<file path="config.mk">
export PLATFORM = sky130hd
export DESIGN_NAME = cfcf_out_stage
export DESIGN_NICKNAME = d
export VERILOG_FILES = /design/src/rtl/core/cfcf_pkg.sv /design/src/rtl/core/cfcf_out_stage.sv
export SDC_FILE = /design/constraint.sdc
export NUM_CORES = 1
export LEC_CHECK = 0
export ABC_AREA = 1
export BUFFER_PORTS_ARGS = -buffer_cell sky130_fd_sc_hd__buf_4
export CAP_MARGIN = 40
export CELL_PAD_IN_SITES_DETAIL_PLACEMENT = 1
export CELL_PAD_IN_SITES_GLOBAL_PLACEMENT = 1
export CORE_MARGIN = 2
export CORE_UTILIZATION = 30
export DETAILED_ROUTE_END_ITERATION = 8
export PLACE_DENSITY_LB_ADDON = 0.1
export SYNTH_ARGS = -nofsm -noshare
export SYNTH_HDL_FRONTEND = slang
export SYNTH_SLANG_ARGS = --single-unit
</file>
<file path="constraint.sdc">
create_clock -name clk_i -period 0.8 [get_ports clk_i]
set_input_delay 0.04 -clock clk_i [delete_from_list [all_inputs] [get_ports clk_i]]
set_output_delay 0.04 -clock clk_i [all_outputs]
set_load 0.02 [all_outputs]
</file>
<file path="src/rtl/core/cfcf_pkg.sv">
// Shared types and constants of the CAN frame change filter.
`timescale 1ns / 1ps
`default_nettype none
package cfcf_pkg;

  localparam int ENTRIES  = 64;
  localparam int CHANNELS = 4;
  localparam int IDX_W    = $clog2(ENTRIES);
  localparam int CNT_W    = $clog2(ENTRIES + 1);

  localparam int CH_W   = 2;
  localparam int ID_W   = 29;
  localparam int LEN_W  = 4;
  localparam int DATA_W = 64;
  localparam int CODE_W = 4;

  localparam logic [LEN_W-1:0] MAX_LEN = 4'd8;

  // signal code bits of payload byte 0
  localparam logic [CODE_W-1:0] SIG_ACTIVE = 4'h8;
  localparam logic [CODE_W-1:0] SIG_BIT2   = 4'h4;
  localparam logic [CODE_W-1:0] SIG_BIT1   = 4'h2;
  localparam logic [CODE_W-1:0] SIG_BIT0   = 4'h1;
  localparam logic [CODE_W-1:0] SIG_MASK   = SIG_ACTIVE | SIG_BIT2 | SIG_BIT1 | SIG_BIT0;

  typedef struct packed {
    logic [CH_W-1:0]   channel;
    logic [ID_W-1:0]   frame_id;
    logic [LEN_W-1:0]  len;
    logic [DATA_W-1:0] data;
  } frame_t;

  typedef struct packed {
    logic hit;   // pair present in the table
    logic same;  // present and length/data unchanged
    logic full;  // no free slot left
  } lookup_t;

  typedef struct packed {
    frame_t            frame;
    logic              first_seen;
    logic [CODE_W-1:0] signal_code;
    logic              signal_valid;
    logic              not_stored;
  } result_t;

endpackage
`default_nettype wire

</file>
<file path="src/rtl/core/cfcf_out_stage.sv">
// Result register toward the output channel.
`timescale 1ns / 1ps
`default_nettype none
module cfcf_out_stage import cfcf_pkg::*; (
  input  logic    clk_i,
  input  logic    rst_ni,
  input  logic    load_i,
  input  result_t res_i,
  input  logic    out_stall_i,
  output logic    free_o,
  output logic    valid_o,
  output result_t res_o
);

  logic    valid_q;
  result_t res_q;

  assign free_o = !valid_q || !out_stall_i;

  always_ff @(posedge clk_i or negedge rst_ni) begin
    if (!rst_ni) begin
      valid_q <= 1'b0;
    end else if (load_i) begin
      valid_q <= 1'b1;
    end else if (!out_stall_i) begin
      valid_q <= 1'b0;
    end
  end

  always_ff @(posedge clk_i) begin
    if (load_i) begin
      res_q <= res_i;
    end
  end

  assign valid_o = valid_q;
  assign res_o   = res_q;

endmodule
`default_nettype wire

</file>
==> results of run 1 <==
[through the flow]
stage | util | area (um^2) | worst slack, ns | hold slack (ns)
after floorplan | - | 3220 | 0.0332 | -0.256
after detailed placement | 0.492 | 5100 | 0.0167 | -0.184
after global placement | 0.492 | 5100 | 0.0246 | -0.185
[cell families after synthesis]
| kind of cell | share of synthesized area |
|---|---|
| DFF | 0.995 |
| and+or+nand+nor | 0.00388 |
| buffers and inverters | 0.00116 |
==> metrics.md, run 1 <==
| Metric | Value |
|---|---|
| Synthesized flop and latch total | 107 |
| Stop stage | clock tree synthesis |
| Top_reg_cell synth | edfxtp_1 |
| Inserted Clock Buffers | 9 |
| Initial Util | 0.311 |
| Ys Warns | 0 |
| HPWL after detailed placement | 6500 um |
| Syn nets | 220 |
| H-tree Lvls | 3 |
| Area fraction of the dominant cell type after synthesis | 0.987 |
| Die span in y | 108 um |
| CTS resizes | ~110 |
| Most frequent cell after synthesis | edfxtp_1 |
| Average cell area after synthesis | 29.3 um^2 |
| Synth top area cells | edfxtp_1, dfrtp_1, nand2_2, inv_1 |
| Top post-synthesis cells by count | edfxtp_1, nand2_2, dfrtp_1, inv_1 |
| Die Wd | 108 um |
| Cell variety after synth | 4 |
| Row count | 37 |
| Clk buf depth | 2 |
| Syn Inst Count | 110 |
| Ys async rst share | 0.00935 |
| Yosys top cell by area | edfxtp_1 |
| Num Clock Sinks | 107 |
| Post-CTS Hold Buffers | 101 |
| Clk root buf | clkbuf_8 |
| Post-Syn Area | 3220 um^2 |
| Post-synth EDFFs | 106 |
| IO Pins | 218 |
| Part of the Yosys area used for sequential elements | 0.995 |
| Status | aborted with a tool error |
| Setup bufs post-CTS | 1 |
| PortBufs | 217 |
| Final Wtd Congestion | 0.731 |
| Placed instance count | 470 |
| Error msg | [ERROR RSZ-0060] Max buffer count reached. |
==> inputs of run 2 (changes only) <==
--- a/config.mk
+++ b/config.mk
@@ -8,12 +8,10 @@
 export ABC_AREA = 1
 export BUFFER_PORTS_ARGS = -buffer_cell sky130_fd_sc_hd__buf_4
 export CAP_MARGIN = 40
-export CELL_PAD_IN_SITES_DETAIL_PLACEMENT = 1
-export CELL_PAD_IN_SITES_GLOBAL_PLACEMENT = 1
 export CORE_MARGIN = 2
-export CORE_UTILIZATION = 30
+export CORE_UTILIZATION = 20
 export DETAILED_ROUTE_END_ITERATION = 8
-export PLACE_DENSITY_LB_ADDON = 0.1
+export PLACE_DENSITY_LB_ADDON = 0.15
 export SYNTH_ARGS = -nofsm -noshare
 export SYNTH_HDL_FRONTEND = slang
 export SYNTH_SLANG_ARGS = --single-unit
==> metrics.md, run 2 <==
| Metric | Value |
|---|---|
| Synthesized flop and latch total | 107 (unchanged) |
| Ys Warns | 0 (unchanged) |
| Most frequent cells in the layout | buf_4, dlygate4sd3_1, buf_6, edfxtp_1, clkbuf_16 |
| Initial antenna violation count | 0 |
| Final setup viols | between 100 and 150 |
| Pins over their slew limit | 0 |
| Clk root buf | clkbuf_16 |
| Status | finished, violations left |
| IO Pins | 218 (unchanged) |
| Crit Path Class | flip-flop to output pin |
| Achievable frequency | 1000 MHz |
| Slew of the pin with the lowest slew margin | between 0.15 and 0.2 ns |
| Hold Crit Start | out_stall_i |
| Fraction of the mapped netlist area in simple logic gates | 0.00388 (unchanged) |
| Clock Skew | 0 ns |
| Pwr Total | 13.4 mW |
| Hold Violations, Final | 0 |
| Share of cells above drive strength 1 | 0.525 |
| Mux share of post-synthesis cell area | 0 (unchanged) |
| Startpoint types | flip-flop |
| Inserted Clock Buffers | 9 (unchanged) |
| Hold Path Class | input pin to flip-flop |
| Leading cell type in the layout, fill and taps excluded | buf_4 |
| Hold Crit Endpoint | valid_o |
| Ys async rst share | 0.00935 (unchanged) |
| Adder-cell share of the synthesized area | 0 (unchanged) |
| Grt ovf | 0 |
| Part of the Yosys area used for sequential elements | 0.995 (unchanged) |
| Setup WS post-layout | -0.199 ns |
| Vias in the first global route | 2716 |
| Crit path capture type | output pin |
| DR vias | 2358 |
| Initial Util | 0.204 (-0.107) |
| Top_reg_cell synth | edfxtp_1 |
| Final Wtd Congestion | 0.704 (-3.7%) |
| Dpl ws | -0.00691 ns (-0.0237 ns) |
| Top post-synthesis cells by count | edfxtp_1, nand2_2, dfrtp_1, inv_1 |
| Die Area | 17200 um^2 |
| Failing checks | negative setup slack |
| Syn nets | 220 (unchanged) |
| Complex-gate fraction of the synthesized area | 0 (unchanged) |
| Placeable core area | approximately 16000 um^2 |
| P_leak | 2.87 nW |
| Largest family of logic cells by synthesized area | simple AND/OR/NAND/NOR gates |
| RSZ-0062 raised after global routing | true |
| Post-DR wirelength/cell | 13.6 um |
| Xor-xnor portion of the synthesized cell area | 0 (unchanged) |
| Initial DRC Count | 47 |
| Post-Syn Area | 3220 um^2 (unchanged) |
| Average cell area after synthesis | 29.3 um^2 (unchanged) |
| Skew-Pair Late Insertion Delay | 0.34 ns |
| Clk buf depth | 2 (unchanged) |
| Setup_tns | -12.34 ns |
| Layout area overhead | 117% |
| Post-synth EDFFs | 106 (unchanged) |
| Syn Inst Count | 110 (unchanged) |
| Post-layout util | 0.441 |
| Die Wd | 131 um (+22%) |
| Most frequent cell after synthesis | edfxtp_1 |
| Power density over the cells | 1920 nW/um^2 |
| Worst r2r dst | valid_o |
| Largest net degree at the start of global routing | 27 |
| Crit path required time | 0.76 ns |
| Worst VDD drop | 0.851 mV |
| Yosys top cell by area | edfxtp_1 |
| Area fraction of the dominant cell type after synthesis | 0.987 (unchanged) |
| CTS clk-pin slew, worst paths | about 0.070 ns |
| Drc violations | 0 |
| CP max FO | 2 |
| Post-detailed-route count of antenna-violating nets | 0 |
| WHS Path Cells | 4 |
| Final critical-path required period | 0.999 ns |
| Cell variety after synth | 4 (unchanged) |
| Max reg flops | 106 |
| Drt total wl | 9210 um |
| Maxcap violations | 0 |
| Rel. slew slack | 0.878 |
| R2R depth | 3 |
| 1st-pass router iterations | 4 |
| Num Clock Sinks | 107 (unchanged) |
| GRT Util Overall | 0.111 |
| Flop-to-flop setup slack | approximately 0.06 ns |
| Layout Nets | 564 |
| Final worst-path cycle share | 1.25 |
| Worst EP arrival | 0.96 ns |
| Synth top area cells | edfxtp_1, dfrtp_1, nand2_2, inv_1 |
| PortBufs | 217 (unchanged) |
| Vias/cell | 3.49 |
| HPWL after detailed placement | 6480 um (-0.29%) |
| Die span in y | 131 um (+22%) |
| Ant. Diodes | 0 |
| H-tree Lvls | 3 (unchanged) |
| First-pass GRT wire length | between 10000 and 15000 um |
| Row count | 46 (+24%) |
| Worst R2R Start | valid_o |
| CTS tree | built |
run 2: layout make-up:
type / instances / area, um^2
fill: 1383 / 8840
timing repair buffer: 333 / 3220
sequential: 107 / 3210
tap: 216 / 270
clock buffer: 10 / 229
clock inverter: 6 / 42.5
multi-input combinational: 2 / 12.5
inverter: 1 / 3.75
run 2: critical path: stages (launching register included):
cell     delay [ns]
dfrtp_1        0.40
nand2_2        0.10
buf_6          0.12
run 2: layer usage:
| layer | vias to the layer above | GRT usage | share of wire |
|---|---|---|---|
| li1 | 1133 | - | - |
| met5 | - | 0 | 0 |
| met4 | 0 | 0.0607 | 0.024 |
| met1 | 1092 | 0.110 | 0.34 |
| met3 | 13 | 0.0627 | 0.12 |
| met2 | 120 | 0.183 | 0.52 |
run 2: report_power, final:
group          internal [mW]  switching, mW  leakage (nW)
Clock                   2.11           1.94         0.130
Combinational           1.49           1.03          1.69
Sequential              6.66          0.195          1.05
run 2: what timing repair did:
action / in CTS / in global routing
hold endpoints to repair: 107 / 0
gates cloned: 0 / 0
pin swaps: 1 / 1
gates resized for setup: 102 / 4
endpoints found under the setup margin: 108 / 108
buffers inserted: 1 / 0
hold buffers: 108 / 0
run 2: worst max-delay path by stage:
stage / from / to / slack (ns) / cells after the start
global placement: load_i / res_o[6] / 0.003 / 2
global route: valid_o / free_o / -0.24 / 2
finish: valid_o / free_o / -0.20 / 2
detailed placement: load_i / res_o[62] / -0.007 / 2
floorplan: valid_o / valid_o / 0.03 / 2
CTS: valid_o / free_o / -0.22 / 2
run 2: per-stage QoR:
stage / hold slack [ns] / std cells / cell area [um^2]
floorplan: -0.256 / 110 / 3220
global placement: -0.184 / 550 / 5230
detailed placement: -0.184 / 550 / 5230
CTS: 0.0133 / 675 / 6970
global route: 0.0499 / 675 / 6980
finish: 0.0506 / 675 / 6980
run 2: cells by family (layout without fill, tap and decap cells):
| logic type | after synthesis | after routing |
|---|---|---|
| buffers and inverters | 1 | 350 |
| DFF | 107 | 107 |
| and+or+nand+nor | 2 | 2 |
(Power assumes the default switching activity.)
