--- config.mk ---
export PLATFORM = sky130hd
export DESIGN_NAME = cfcf_in_stage
export DESIGN_NICKNAME = d
export VERILOG_FILES = /design/src/rtl/core/cfcf_pkg.sv /design/src/rtl/core/cfcf_in_stage.sv
export SDC_FILE = /design/constraint.sdc
export NUM_CORES = 1
export LEC_CHECK = 0
export BUFFER_PORTS_ARGS = -buffer_cell sky130_fd_sc_hd__buf_4
export CORE_ASPECT_RATIO = 1.5
export CORE_UTILIZATION = 40
export DETAILED_ROUTE_END_ITERATION = 7
export PLACE_DENSITY_LB_ADDON = 0.25
export SLEW_MARGIN = 40
export SYNTH_ARGS = -nofsm -noshare
export SYNTH_HDL_FRONTEND = slang
export SYNTH_SLANG_ARGS = --single-unit
--- constraint.sdc ---
create_clock -name clk_i -period 1 [get_ports clk_i]
set_clock_uncertainty 0.05 [all_clocks]
set_input_delay 0.2 -clock clk_i [delete_from_list [all_inputs] [get_ports clk_i]]
set_output_delay 0.2 -clock clk_i [all_outputs]
set_load 0.02 [all_outputs]
--- src/rtl/core/cfcf_pkg.sv ---
// Shared types and constants of the CAN frame change filter.
`timescale 1ns / 1ps
`default_nettype none
package cfcf_pkg;

  localparam int ENTRIES  = 64;
  localparam int CHANNELS = 4;
  localparam int IDX_W    = $clog2(ENTRIES);
  localparam int CNT_W    = $clog2(ENTRIES + 1);

  localparam int CH_W   = 2;
  localparam int ID_W   = 29;
  localparam int LEN_W  = 4;
  localparam int DATA_W = 64;
  localparam int CODE_W = 4;

  localparam logic [LEN_W-1:0] MAX_LEN = 4'd8;

  // signal code bits of payload byte 0
  localparam logic [CODE_W-1:0] SIG_ACTIVE = 4'h8;
  localparam logic [CODE_W-1:0] SIG_BIT2   = 4'h4;
  localparam logic [CODE_W-1:0] SIG_BIT1   = 4'h2;
  localparam logic [CODE_W-1:0] SIG_BIT0   = 4'h1;
  localparam logic [CODE_W-1:0] SIG_MASK   = SIG_ACTIVE | SIG_BIT2 | SIG_BIT1 | SIG_BIT0;

  typedef struct packed {
    logic [CH_W-1:0]   channel;
    logic [ID_W-1:0]   frame_id;
    logic [LEN_W-1:0]  len;
    logic [DATA_W-1:0] data;
  } frame_t;

  typedef struct packed {
    logic hit;   // pair present in the table
    logic same;  // present and length/data unchanged
    logic full;  // no free slot left
  } lookup_t;

  typedef struct packed {
    frame_t            frame;
    logic              first_seen;
    logic [CODE_W-1:0] signal_code;
    logic              signal_valid;
    logic              not_stored;
  } result_t;

endpackage
`default_nettype wire

--- src/rtl/core/cfcf_in_stage.sv ---
// Input register with length clamp and unused-byte masking.
`timescale 1ns / 1ps
`default_nettype none
module cfcf_in_stage import cfcf_pkg::*; (
  input  logic                clk_i,
  input  logic                rst_ni,
  input  logic                load_i,
  input  logic                adv_i,
  input  logic [CH_W-1:0]     channel_i,
  input  logic [ID_W-1:0]     frame_id_i,
  input  logic [LEN_W-1:0]    payload_len_i,
  input  logic [DATA_W-1:0]   payload_i,
  output logic                valid_o,
  output frame_t              frame_o
);

  logic   valid_q;
  frame_t frame_q;
  frame_t frame_d;
  logic [LEN_W-1:0] len_eff;

  always_comb begin
    len_eff = (payload_len_i > MAX_LEN) ? MAX_LEN : payload_len_i;
    frame_d.channel  = channel_i;
    frame_d.frame_id = frame_id_i;
    frame_d.len      = len_eff;
    for (int b = 0; b < DATA_W / 8; b++) begin
      frame_d.data[b*8 +: 8] = (LEN_W'(b) < len_eff) ? payload_i[b*8 +: 8] : 8'h00;
    end
  end

  always_ff @(posedge clk_i or negedge rst_ni) begin
    if (!rst_ni) begin
      valid_q <= 1'b0;
    end else if (load_i) begin
      valid_q <= 1'b1;
    end else if (adv_i) begin
      valid_q <= 1'b0;
    end
  end

  always_ff @(posedge clk_i) begin
    if (load_i) begin
      frame_q <= frame_d;
    end
  end

  assign valid_o = valid_q;
  assign frame_o = frame_q;

endmodule
`default_nettype wire

[Word-level counts from Yosys, hierarchy flattened]
Cells that the tools add are included.
Word-level totals
  word-level logic and storage cells: 25
  register bits after elaboration: 100
  output and inout port bits: 100
  bits of input ports: 103
Operators by class
  mux-type cells: 3
  reductions and logical operators: 1
  $lt $le $gt $ge: 9
Operator list (number)
  < comparator 3 x 4 -> 1 bit, first input constant: 4
  < comparator 1 x 4 -> 1 bit, first input constant: 2
  < comparator 2 x 4 -> 1 bit, first input constant: 2
  > comparator 4 bit, second input constant: 1
  2-to-1 mux 4 bit: 1
  2-to-1 mux 1 bit: 2
  nonzero test 2 bit: 1

[Longest topological paths before layout]
Gate-level depths: netlist (run 1).
  depth after elaboration: 3
  mapped depth: 4
  mapped depth without buffers: 2

[Least setup slack after synthesis (run 1)]
No wires, ideal clock.
  kind: input to register
  start point: input port payload_len_i[3]
  end point: register frame_q (netlist bit frame_o[32]), data pin
  buffers on the path: 1
  library setup time: 0.255 ns
  stages: 3
  required time: 0.695 ns
  slack: -0.257 ns
  arrival: 0.951 ns
  path through: buf_2 or3_4 and3_1
On the way
  cells in the longest elaborated chain, start to end: 3
Ends and longest elaborated chain
  start, declared: RTL line cfcf_in_stage.sv:11  | input logic [LEN_W-1:0] payload_len_i,
  > comparator 4 bit: RTL line cfcf_in_stage.sv:23  | len_eff = (payload_len_i > MAX_LEN) ? MAX_LEN : payload_len_i;
  2-to-1 mux 4 bit (*): RTL line cfcf_in_stage.sv:23
  < comparator 3 x 4 -> 1 bit (*): RTL line cfcf_in_stage.sv:28  | frame_d.data[b*8 +: 8] = (LEN_W'(b) < len_eff) ? payload_i[b*8 +: 8] : 8'h00;
  end signal, assigned: RTL line cfcf_in_stage.sv:44  | frame_q <= frame_d;
  end, declared: RTL line cfcf_in_stage.sv:18  | frame_t frame_q;
Every way passes the cells marked *; elsewhere a longest branch is shown, timed or not.
A chain may end at the register's enable or synchronous reset.

[Final worst setup path (run 1)]
  start point: register frame_q (netlist bit frame_o[96])
  end point: output port frame_o[96] (netlist name)
RTL lines
  end, declared: RTL line cfcf_in_stage.sv:14  | output frame_t frame_o
No word-level cell between the ends.

==> results.md, run 1 <==
- The number of diodes added for antenna fixing is 0.
- The hold violation total from the final report is 0.
- The most used flip-flop cell after synthesis is sky130_fd_sc_hd__edfxtp_1.
- The final non-filler cell area is 0.00635 sq mm.
- The required arrival time at the worst endpoint is 0.75 ns.
- The deepest clock path buffer count is 2.
- Once the floorplan was initialized, standard cells occupied 41.6% of the core.
- The transition time at the pin with the least slew margin is 0.179 ns.
- Data arrives at the worst endpoint at 0.91 ns.
- The internal power of the cells totals 8.52 mW.
- The number of cell instances on the worst register-to-register path is 1.
- By count the netlist is led by 99 x sky130_fd_sc_hd__edfxtp_1, 43 x sky130_fd_sc_hd__nor2b_1, 16 x sky130_fd_sc_hd__and2_1.
- The yosys synthesis warning count is 0.
- The maximum net fanout on the critical path is 1.
- The total detailed-routing wirelength is 8870 um.
- The end of the worst register-to-register path is valid_o$_DFFE_PN0P_.
- The floorplan has 41 rows.
- The internal reg-to-reg setup slack is 0.27 ns.
- The worst hold path class is input port to flip-flop.
- The flow ran to the end, but the final reports show violations.
- The worst-case setup margin in the final layout is -0.158 ns.
- Of the total power, registers draw 47.3%.
- In the final routed layout, each cell accounts on average for 16.1 um.
- In the finished design, the share of the clock period the worst path needs comes to 116%.
- Together, buffers and inverters on the worst path number 1.
- In the post-synthesis netlist, the cell with the most instances is sky130_fd_sc_hd__edfxtp_1.
- The number of detailed-routing iterations run before antenna repair is 4.
- The number of distinct standard cells referenced by the synthesized netlist is 17.
- The startpoint identified for the worst register-to-register timing path is valid_o$_DFFE_PN0P_.
- Entering global routing, the biggest net connects 32 pins.
- The largest voltage drop on the vdd net is 0.00104 V.
- For the finished layout, the period the worst path requires is 1.16 ns.
- After detailed placement, the design holds a cell count of 502.
- Grouping stages by cell kind, the critical path spends the most delay in flip-flops.
- The startpoint type of the worst setup path is a flip-flop.
- The finished layout holds 550 standard cells, fillers aside.
- Setup repair after global routing could not meet its margin everywhere.
- The final reports fail on negative setup slack.
- The filler cells instantiated in the layout total 532.
- The via count of the first global-routing pass came to 2542.
- The final count of pins violating max slew came to 0.
- The later pin in the worst-skew pair is clocked with a latency of 0.33 ns.
- The first global-routing pass estimated 12700 um of wire.
- The total DRC errors in the routed layout is 0.
- The most area-hungry cell type in the Yosys netlist is sky130_fd_sc_hd__edfxtp_1.
- At the end of the flow, the number of nets in the layout was 541.
- The synthesized design contains 99 enable-type register cells.
- Yosys attributes the largest share of cell area to sky130_fd_sc_hd__edfxtp_1 84%, sky130_fd_sc_hd__nor2b_1 7.6%, sky130_fd_sc_hd__and2_1 2.8%.
- The number of buffer cells added on primary ports is 202.
- Traced cell by cell, the critical path runs through buf_6.
- The violation count after the first detailed-routing iteration is 122.
- When the netlist entered floorplanning its net count stood at 283.
- The power density over cell area is 1720 mW/mm^2.
- The fraction of registers with async set/reset is 1.00%.
- The library cell used as clock root buffer is sky130_fd_sc_hd__clkbuf_16.
- 203 I/O pins were placed.
- The count of state elements after synthesis is 100.
- Compared with the post-synthesis result, the final layout area differs by 80.6%.
- In this run the number of cells on the critical path is 1.
- Buffers inserted during clock tree synthesis total 9.
- The critical path launch point is frame_o[96]$_DFFE_PP_.
- CTS built an H-tree with a depth of 3.
- Combinational logic is responsible for 17.5% of the overall power.
- On the critical path, the stage with the largest delay is an instance of sky130_fd_sc_hd__edfxtp_1.
- The number of antenna violations at the first check in global routing is 0.
- The synthesized design devotes to its leading area cell type 84.5% of total area.
- The via density per instance is 4.51.
- For this run, the slowest stage of the critical path takes 0.42 ns.
- The tool flagged a number of max-cap violations equal to 0.
- Measured against its own limit, the worst slew margin works out to 88.0%.
- The number of setup violations in the final report is 100.
- Once placement finished, the instance area stood at 0.00532 sq mm.
- The overall die width is 78.6 um.
- The number of instances in the synthesized netlist is 180.
- Timing would allow up to 864 MHz.
- The detailed router placed 2478 vias in this run.
- TritonCTS built the clock tree.
- The switching power share of the total is 22.1%.
- The share of total power dissipated in the clock network is 35.3%.
- The routability congestion estimate from global placement is 0.773.
- The number of sinks driven by the clock tree is 100.
- The proportion of layout cells with a drive suffix above 1 is 54.2%.
- The analysis attributes to cell leakage a power of 2.67 nW.
- STA classifies the critical path endpoint as an output port.
- The die covers 0.00918 sq mm.
- The capturing instance or port of the critical path is frame_o[96].
- The net load switching power is 2.42 mW.
- The detail route stage leaves a number of antenna-violating nets equal to 0.
- For this run the aggregate overflow at the end of global routing stands at 0.
- The synthesized area per cell is 19.5 sq um.
- The final HPWL from detailed placement is 6220 um.
- The vertical die dimension is 117 um.
- The setup path with the least slack is of type flip-flop to output port.
- Of the synthesized area, sequential elements account for 85.2%.
- After clock tree synthesis, the clock-pin slew on the worst setup and hold paths is 0.07 ns.
- The area of the mapped netlist is 0.00352 sq mm.
- For this run, the total global-route usage over all layers was measured as 19.3%.
- The share of the core filled with cells in the final layout is 75.1%.
- The region available for standard cell placement spans 0.00846 sq mm.
[worst min path at each step]
| stage | to | cells past startpoint | start |
|---|---|---|---|
| global placement | valid_o$_DFFE_PN0P_ | 1 | rst_ni |
| finish | valid_o$_DFFE_PN0P_ | 3 | adv_i |
| floorplan | valid_o$_DFFE_PN0P_ | 0 | rst_ni |
| global route | valid_o$_DFFE_PN0P_ | 3 | adv_i |
| CTS | valid_o$_DFFE_PN0P_ | 3 | adv_i |
| detailed placement | valid_o$_DFFE_PN0P_ | 1 | rst_ni |
[stage by stage]
| step | power (mW) | TNS (ns) | hold WS (ns) | worst slack [ns] |
|---|---|---|---|---|
| 2_1_floorplan | 5.80 | -4.25 | -0.146 | -0.141 |
| 3_3_place_gp | 6.76 | -10.09 | -0.0748 | -0.253 |
| 3_5_place_dp | 6.79 | -10.54 | -0.0734 | -0.260 |
| 4_1_cts | 11.0 | -12.78 | 0.0817 | -0.156 |
| 5_1_grt | 11.3 | -14.83 | 0.0785 | -0.186 |
| 6_report | 10.9 | -11.43 | 0.0918 | -0.158 |
[layout by cell type, fill, tap and decap left out, drive strengths merged]
cell         Yosys  routed
a211oi           1       1
or2              1       1
and2            16      16
buf              1     219
inv              1       1
nor3             1       1
bufinv           0       3
clkinvlp         0       2
nor4             1       1
nor2b           43      43
clkbuf           3       9
and3             8       8
or3              1       1
dlygate4sd3      0      32
dfrtp            1       1
a21o             1       1
clkinv           0       2
a31oi            1       1
edfxtp          99      99
a21oi            1       1
[power groups by stage]
stage	combinational [mW]	clock (mW)	sequential, mW
after floorplan	0.161	0	5.64
after global placement	1.59	0	5.17
after detailed placement	1.61	0	5.19
after CTS	1.89	3.94	5.16
after global routing	2.01	4.12	5.20
final	1.91	3.85	5.17
[metal layers]
layer  routed length (um)  vias to the layer above  global-route usage [%]  part of all wire (%)
li1                     -                     1176                       -                     -
met1                 2830                     1170                    18.8                    32
met2                 5040                      117                    35.9                    57
met3                  745                       15                    6.28                   8.4
met4                  248                        0                    10.0                   2.8
met5                    0                        -                       0                     0
[state kept, by name, summed over array words and instances (netlist names)]
| register | cells |
|---|---|
| valid_o | 1 |
| frame_o | 99 |
[final cells by class]
cell class	count	area [sq um]	share of cell area, %
repair buffers	251	2380	37.4
inverters	1	3.75	0.0591
clock buffers	9	225	3.54
clock inverters	7	115	1.81
well taps	107	134	2.11
flip-flops and latches	100	3000	47.2
multi-input cells	75	502	7.90
[cell families (layout without fill, tap and decap cells)]
logic type / after synthesis / in the layout / share of synthesized area [%]
AO/OA/AOI/OAI: 4 / 4 / 0.889
buffers and inverters: 5 / 268 / 0.604
flip-flops: 100 / 100 / 85.2
AND/OR/NAND/NOR: 71 / 71 / 13.3
[what timing repair did]
action                                  CTS  global route
hold buffers                             32             0
endpoints found under the setup margin  100           100
resized for setup                        90            10
buffers inserted                          0             0
endpoints found under the hold margin    32             0
Note: power is estimated with default switching activity, not from simulation.
==> run 2: changes to the inputs <==
--- a/config.mk
+++ b/config.mk
@@ -5,10 +5,11 @@
 export SDC_FILE = /design/constraint.sdc
 export NUM_CORES = 1
 export LEC_CHECK = 0
-export BUFFER_PORTS_ARGS = -buffer_cell sky130_fd_sc_hd__buf_4
+export ABC_AREA = 1
 export CORE_ASPECT_RATIO = 1.5
 export CORE_UTILIZATION = 40
 export DETAILED_ROUTE_END_ITERATION = 7
+export DONT_BUFFER_PORTS = 1
 export PLACE_DENSITY_LB_ADDON = 0.25
 export SLEW_MARGIN = 40
 export SYNTH_ARGS = -nofsm -noshare
==> run 2 against run 1 <==
The flow finishes with violations (negative hold slack, negative setup slack). Cell area fell by 29%. Register-to-register slack got worse by 0.02 ns. Synthesized cell count rose by 35%. Non-clock buffer count fell by 200. Fmax rose by 6.2%. Clock power fell by 21%. Combinational power fell by 80%. Critical path type unchanged. Power fell by 17%. Hold slack got worse by 0.17 ns. Flip-flop and latch count did not move. Largest power group unchanged. Clock-buffer cell count rose by 2. Via count fell by 20%.
==> results.md, run 2 <==
- The largest net degree at the start of global routing was 101 (+220%).
- The vertical die dimension is 118 um (+1.4%).
- The overall die width is 79.6 um (+1.4%).
- The routability congestion estimate from global placement is 0.637 (-18%).
- The total DRC errors in the routed layout is 0 (unchanged).
- The residual overflow from global routing is 0 (unchanged).
- The hold violation total from the final report came to 45 (+45).
- The overall via count from detail_route came to 1974 (-20%).
- The most instantiated library cell after synthesis is sky130_fd_sc_hd__edfxtp_1.
- The die area came to 0.00944 sq mm (+2.7%).
- The compound-gate portion of the synthesized area was 3.22% (+2.3 points).
- The floorplan row count was 42 (+2.4%).
- The area occupied by registers is 0.00300 sq mm (about the same).
- The starting density of the core is 41.2% (-0.35 points).
- The clock network latency to the later pin of the worst-skew pair is 0.33 ns (about the same).
- The end of the worst register-to-register path is valid_o$_DFFE_PN0P_.
- The setup path with the least slack is of type flip-flop to output port.
- The number of enable flip-flop cells after synthesis is 99 (unchanged).
- The global router's overall resource usage was 15.3% (-4.0 points).
- The number of setup violations in the final report came to 100 (unchanged).
- The hold-critical path depth is 0 (-3).
- The maximum net fanout on the critical path is 1 (unchanged).
- The required arrival time at the worst endpoint is 0.75 ns (about the same).
- The total of fill cells in the finished design came to 757 (+42%).
- The transition time at the pin with the least slew margin is 0.388 ns (+0.210 ns).
- The number of buffer cells added on primary ports is 0 (-100%).
- The largest voltage drop on the vdd net was 0.00108 V (+4.4%).
- The most common library cell in the layout ignoring fill and taps is sky130_fd_sc_hd__edfxtp_1.
- The worst-case setup margin in the final layout is -0.0907 ns (+0.0673 ns).
- The internal reg-to-reg setup slack was 0.25 ns (-0.02 ns).
- The violation count after the first detailed-routing iteration is 130 (+6.6%).
- The remaining max-slew budget at the tightest pin is 74.1% (-14 points).
- The number of instances in the synthesized netlist is 243 (+35%).
- The end point of the most critical hold path is frame_o[29]$_SDFFCE_PP0P_.
- The worst setup path is captured at an output port.
- Compared with the post-synthesis result, the final layout area differs by 24.9%.
- The placeable core area is 0.00878 sq mm (+3.7%).
- The maximum clock rate is 917 MHz (+6.2%).
- The final HPWL from detailed placement is 4670 um (-25%).
- The yosys synthesis warning count was 0 (unchanged).
- The worst register-to-register path begins at valid_o$_DFFE_PN0P_.
- TritonCTS built the clock tree.
- The flip-flop count of the largest register, all copies and words added was 99 (unchanged).
- The net count of the mapped netlist is 346 (+22%).
- The power density over cell area was 2000 mW/mm^2 (+16%).
- The library cell used as clock root buffer is sky130_fd_sc_hd__clkbuf_16.
- The portion of the clock cycle consumed by the worst path in the final layout is 109% (-6.7 points).
- The count of max-cap constraint violations is 0 (unchanged).
- The run finished, with violations left.
- The TritonCTS buffer count is 9 (unchanged).
- The final count of pins violating max slew was 0 (unchanged).
- The proportion of layout cells with a drive suffix above 1 is 7.19% (-47 points).
- The count of hold buffers inserted by post-cts repair is 49 (+53%).
- The number of detailed-routing iterations run before antenna repair is 4 (unchanged).
- The I/O pin count is 203 (unchanged).
- The number of distinct standard cells referenced by the synthesized netlist was 16 (-1).
- The post-synthesis sequential area ratio is 82.9% (-2.3 points).
- The final net count is 404 (-25%).
- The mux cell area share after synthesis was 0% (unchanged).
- The total detailed-routing wirelength came to 7210 um (-19%).
- The number of antenna-violating nets in the routed design is 0 (unchanged).
- The worst hold path class is input port to flip-flop.
- The biggest area contributor in the post-synthesis netlist is sky130_fd_sc_hd__edfxtp_1.
- The clock slew seen by the registers of the worst setup and hold paths is 0.06 ns (about the same).
- The simple-gate share of the synthesized area is 6.95% (-6.3 points).
- The number of antenna violations at the first check in global routing is 0 (unchanged).
- The fraction of synthesized cell area taken by the top area cell type is 82.2% (-2.3 points).
- The multi-input gate area in the final layout is 368 sq um (-27%).
- The average wire per cell in the routed design is 17.3 um (+7.5%).
- The parity-gate share of the synthesized area counting xor and xnor cells was 0% (unchanged).
- The worst setup path is launched from a flip-flop.
- The number of cell instances on the worst register-to-register path is 2 (+1).
- Ranked by instance count, the synthesized netlist is headed by 99 x sky130_fd_sc_hd__edfxtp_1, 60 x sky130_fd_sc_hd__inv_1, 35 x sky130_fd_sc_hd__nor2_1.
- The area share of fa/ha/maj cells after synthesis is 0% (unchanged).
- The worst-case hold slack is -0.0734 ns (-0.165 ns).
- The via count of the first global-routing pass is 1936 (-24%).
- The top cell types in the final layout, fill and taps aside, are 99 x sky130_fd_sc_hd__edfxtp_1, 60 x sky130_fd_sc_hd__inv_1, 48 x sky130_fd_sc_hd__dlygate4sd3_1.
- The wire length of the first global-routing pass is 10400 um (-18%).
- The deepest clock path buffer count is 2 (unchanged).
- The most critical setup path has its startpoint at frame_o[36]$_SDFFCE_PP0P_.
- The final reports fail on negative hold slack, negative setup slack.
- Setup repair after global routing could not meet its margin everywhere.
- Among all flip-flop cells after synthesis, the most frequent one is sky130_fd_sc_hd__edfxtp_1.
- The fraction of registers with async set/reset is 1.00% (unchanged).
- The leakage power summed over all cells is 1.85 nW (-31%).
- The via density per instance was 4.75 (+5.3%).
- The startpoint of the tightest hold check path is load_i.
- The dominant combinational cell family by area after synthesis is simple AND/OR/NAND/NOR gates.
- The synthesized area per cell is 14.9 sq um (-24%).
- The number of sinks driven by the clock tree is 100 (unchanged).
- The post-placement setup slack is -0.00407 ns (+0.255 ns).
- The final period demand of the worst path is 1.09 ns (-0.0673 ns).
- The H-tree depth was 3 (unchanged).
- The number of diodes added for antenna fixing is 0 (unchanged).
- The setup TNS is -6.78 ns (+4.64 ns).
- After synthesis, the cell types taking the most area are sky130_fd_sc_hd__edfxtp_1 82%, sky130_fd_sc_hd__inv_1 6.2%, sky130_fd_sc_hd__nor2_1 3.6%.
- The area of the mapped netlist is 0.00362 sq mm (+2.8%).
- The count of state elements after synthesis is 100 (unchanged).
- The data arrival time of the critical path is 0.84 ns (-0.07 ns).
-- run 2: changes by cell type in the layout (fill, tap and decap cells not counted), sizes merged, moves of 18 or more --
cell	before	now
buf	219	2
inv	1	62
nand2	0	18
nor2	0	37
nor2b	43	0
-- run 2: report_power, final --
| group | internal (mW) | leakage, nW | switching [mW] |
|---|---|---|---|
| clock | 1.67 | 0.125 | 1.38 |
| sequential | 5.03 | 0.973 | 0.577 |
| combinational | 0.214 | 0.750 | 0.166 |
-- run 2: cells by family (layout without fill, tap and decap cells) --
logic type / after synthesis / in the layout
AOI/OAI and AO/OA: 18 / 18
buffers and inverters: 66 / 129
DFF: 100 / 100
and+or+nand+nor: 59 / 59
-- run 2: worst max path at each step --
stage	endpoint	slack, ns	cells after the start
6_report	frame_o[36]	-0.09	0
5_1_grt	frame_o[64]	-0.11	0
4_1_cts	frame_o[16]	-0.11	0
3_5_place_dp	frame_o[17]$_SDFFCE_PP0P_	-0.004	3
3_3_place_gp	frame_o[16]$_SDFFCE_PP0P_	0.04	3
2_1_floorplan	frame_o[37]$_SDFFCE_PP0P_	0.02	3
-- run 2: area by class of cell --
cell class                      instances  share of cell area (%)
Clock inverter                          5                   0.637
Sequential cell                       100                    66.4
Inverter                               62                    5.15
Tap cell                              110                    3.05
Multi-Input combinational cell         77                    8.14
Timing Repair Buffer                   51                    11.5
Clock buffer                           11                    5.15
-- run 2: per-layer routing --
metal / GRT usage (%) / vias up / part of all wire, %
li1: - / 911 / -
met4: 8.41 / 0 / 3.3
met2: 26.6 / 102 / 54
met1: 15.1 / 943 / 36
met5: 0 / - / 0
met3: 6.10 / 18 / 7.1
-- run 2: metrics by stage --
| stage | total power [mW] | util (%) | area [sq um] | cells | hold WS [ns] |
|---|---|---|---|---|---|
| after floorplan | 5.81 | - | 3620 | 243 | -0.146 |
| after global placement | 5.91 | 42.9 | 3760 | 351 | -0.146 |
| after detailed placement | 5.93 | 42.9 | 3760 | 351 | -0.146 |
| after CTS | 9.17 | 51.5 | 4520 | 416 | -0.0906 |
| after global routing | 9.37 | 51.5 | 4520 | 416 | -0.0917 |
| final | 9.04 | 51.5 | 4520 | 416 | -0.0734 |
-- run 2: what timing repair did --
item                                    4_1_cts  5_1_grt
gates cloned                                  0        0
buffers inserted                              0        0
gates resized for setup                       1        1
endpoints found under the setup margin      100      110
hold endpoints to repair                    151      100
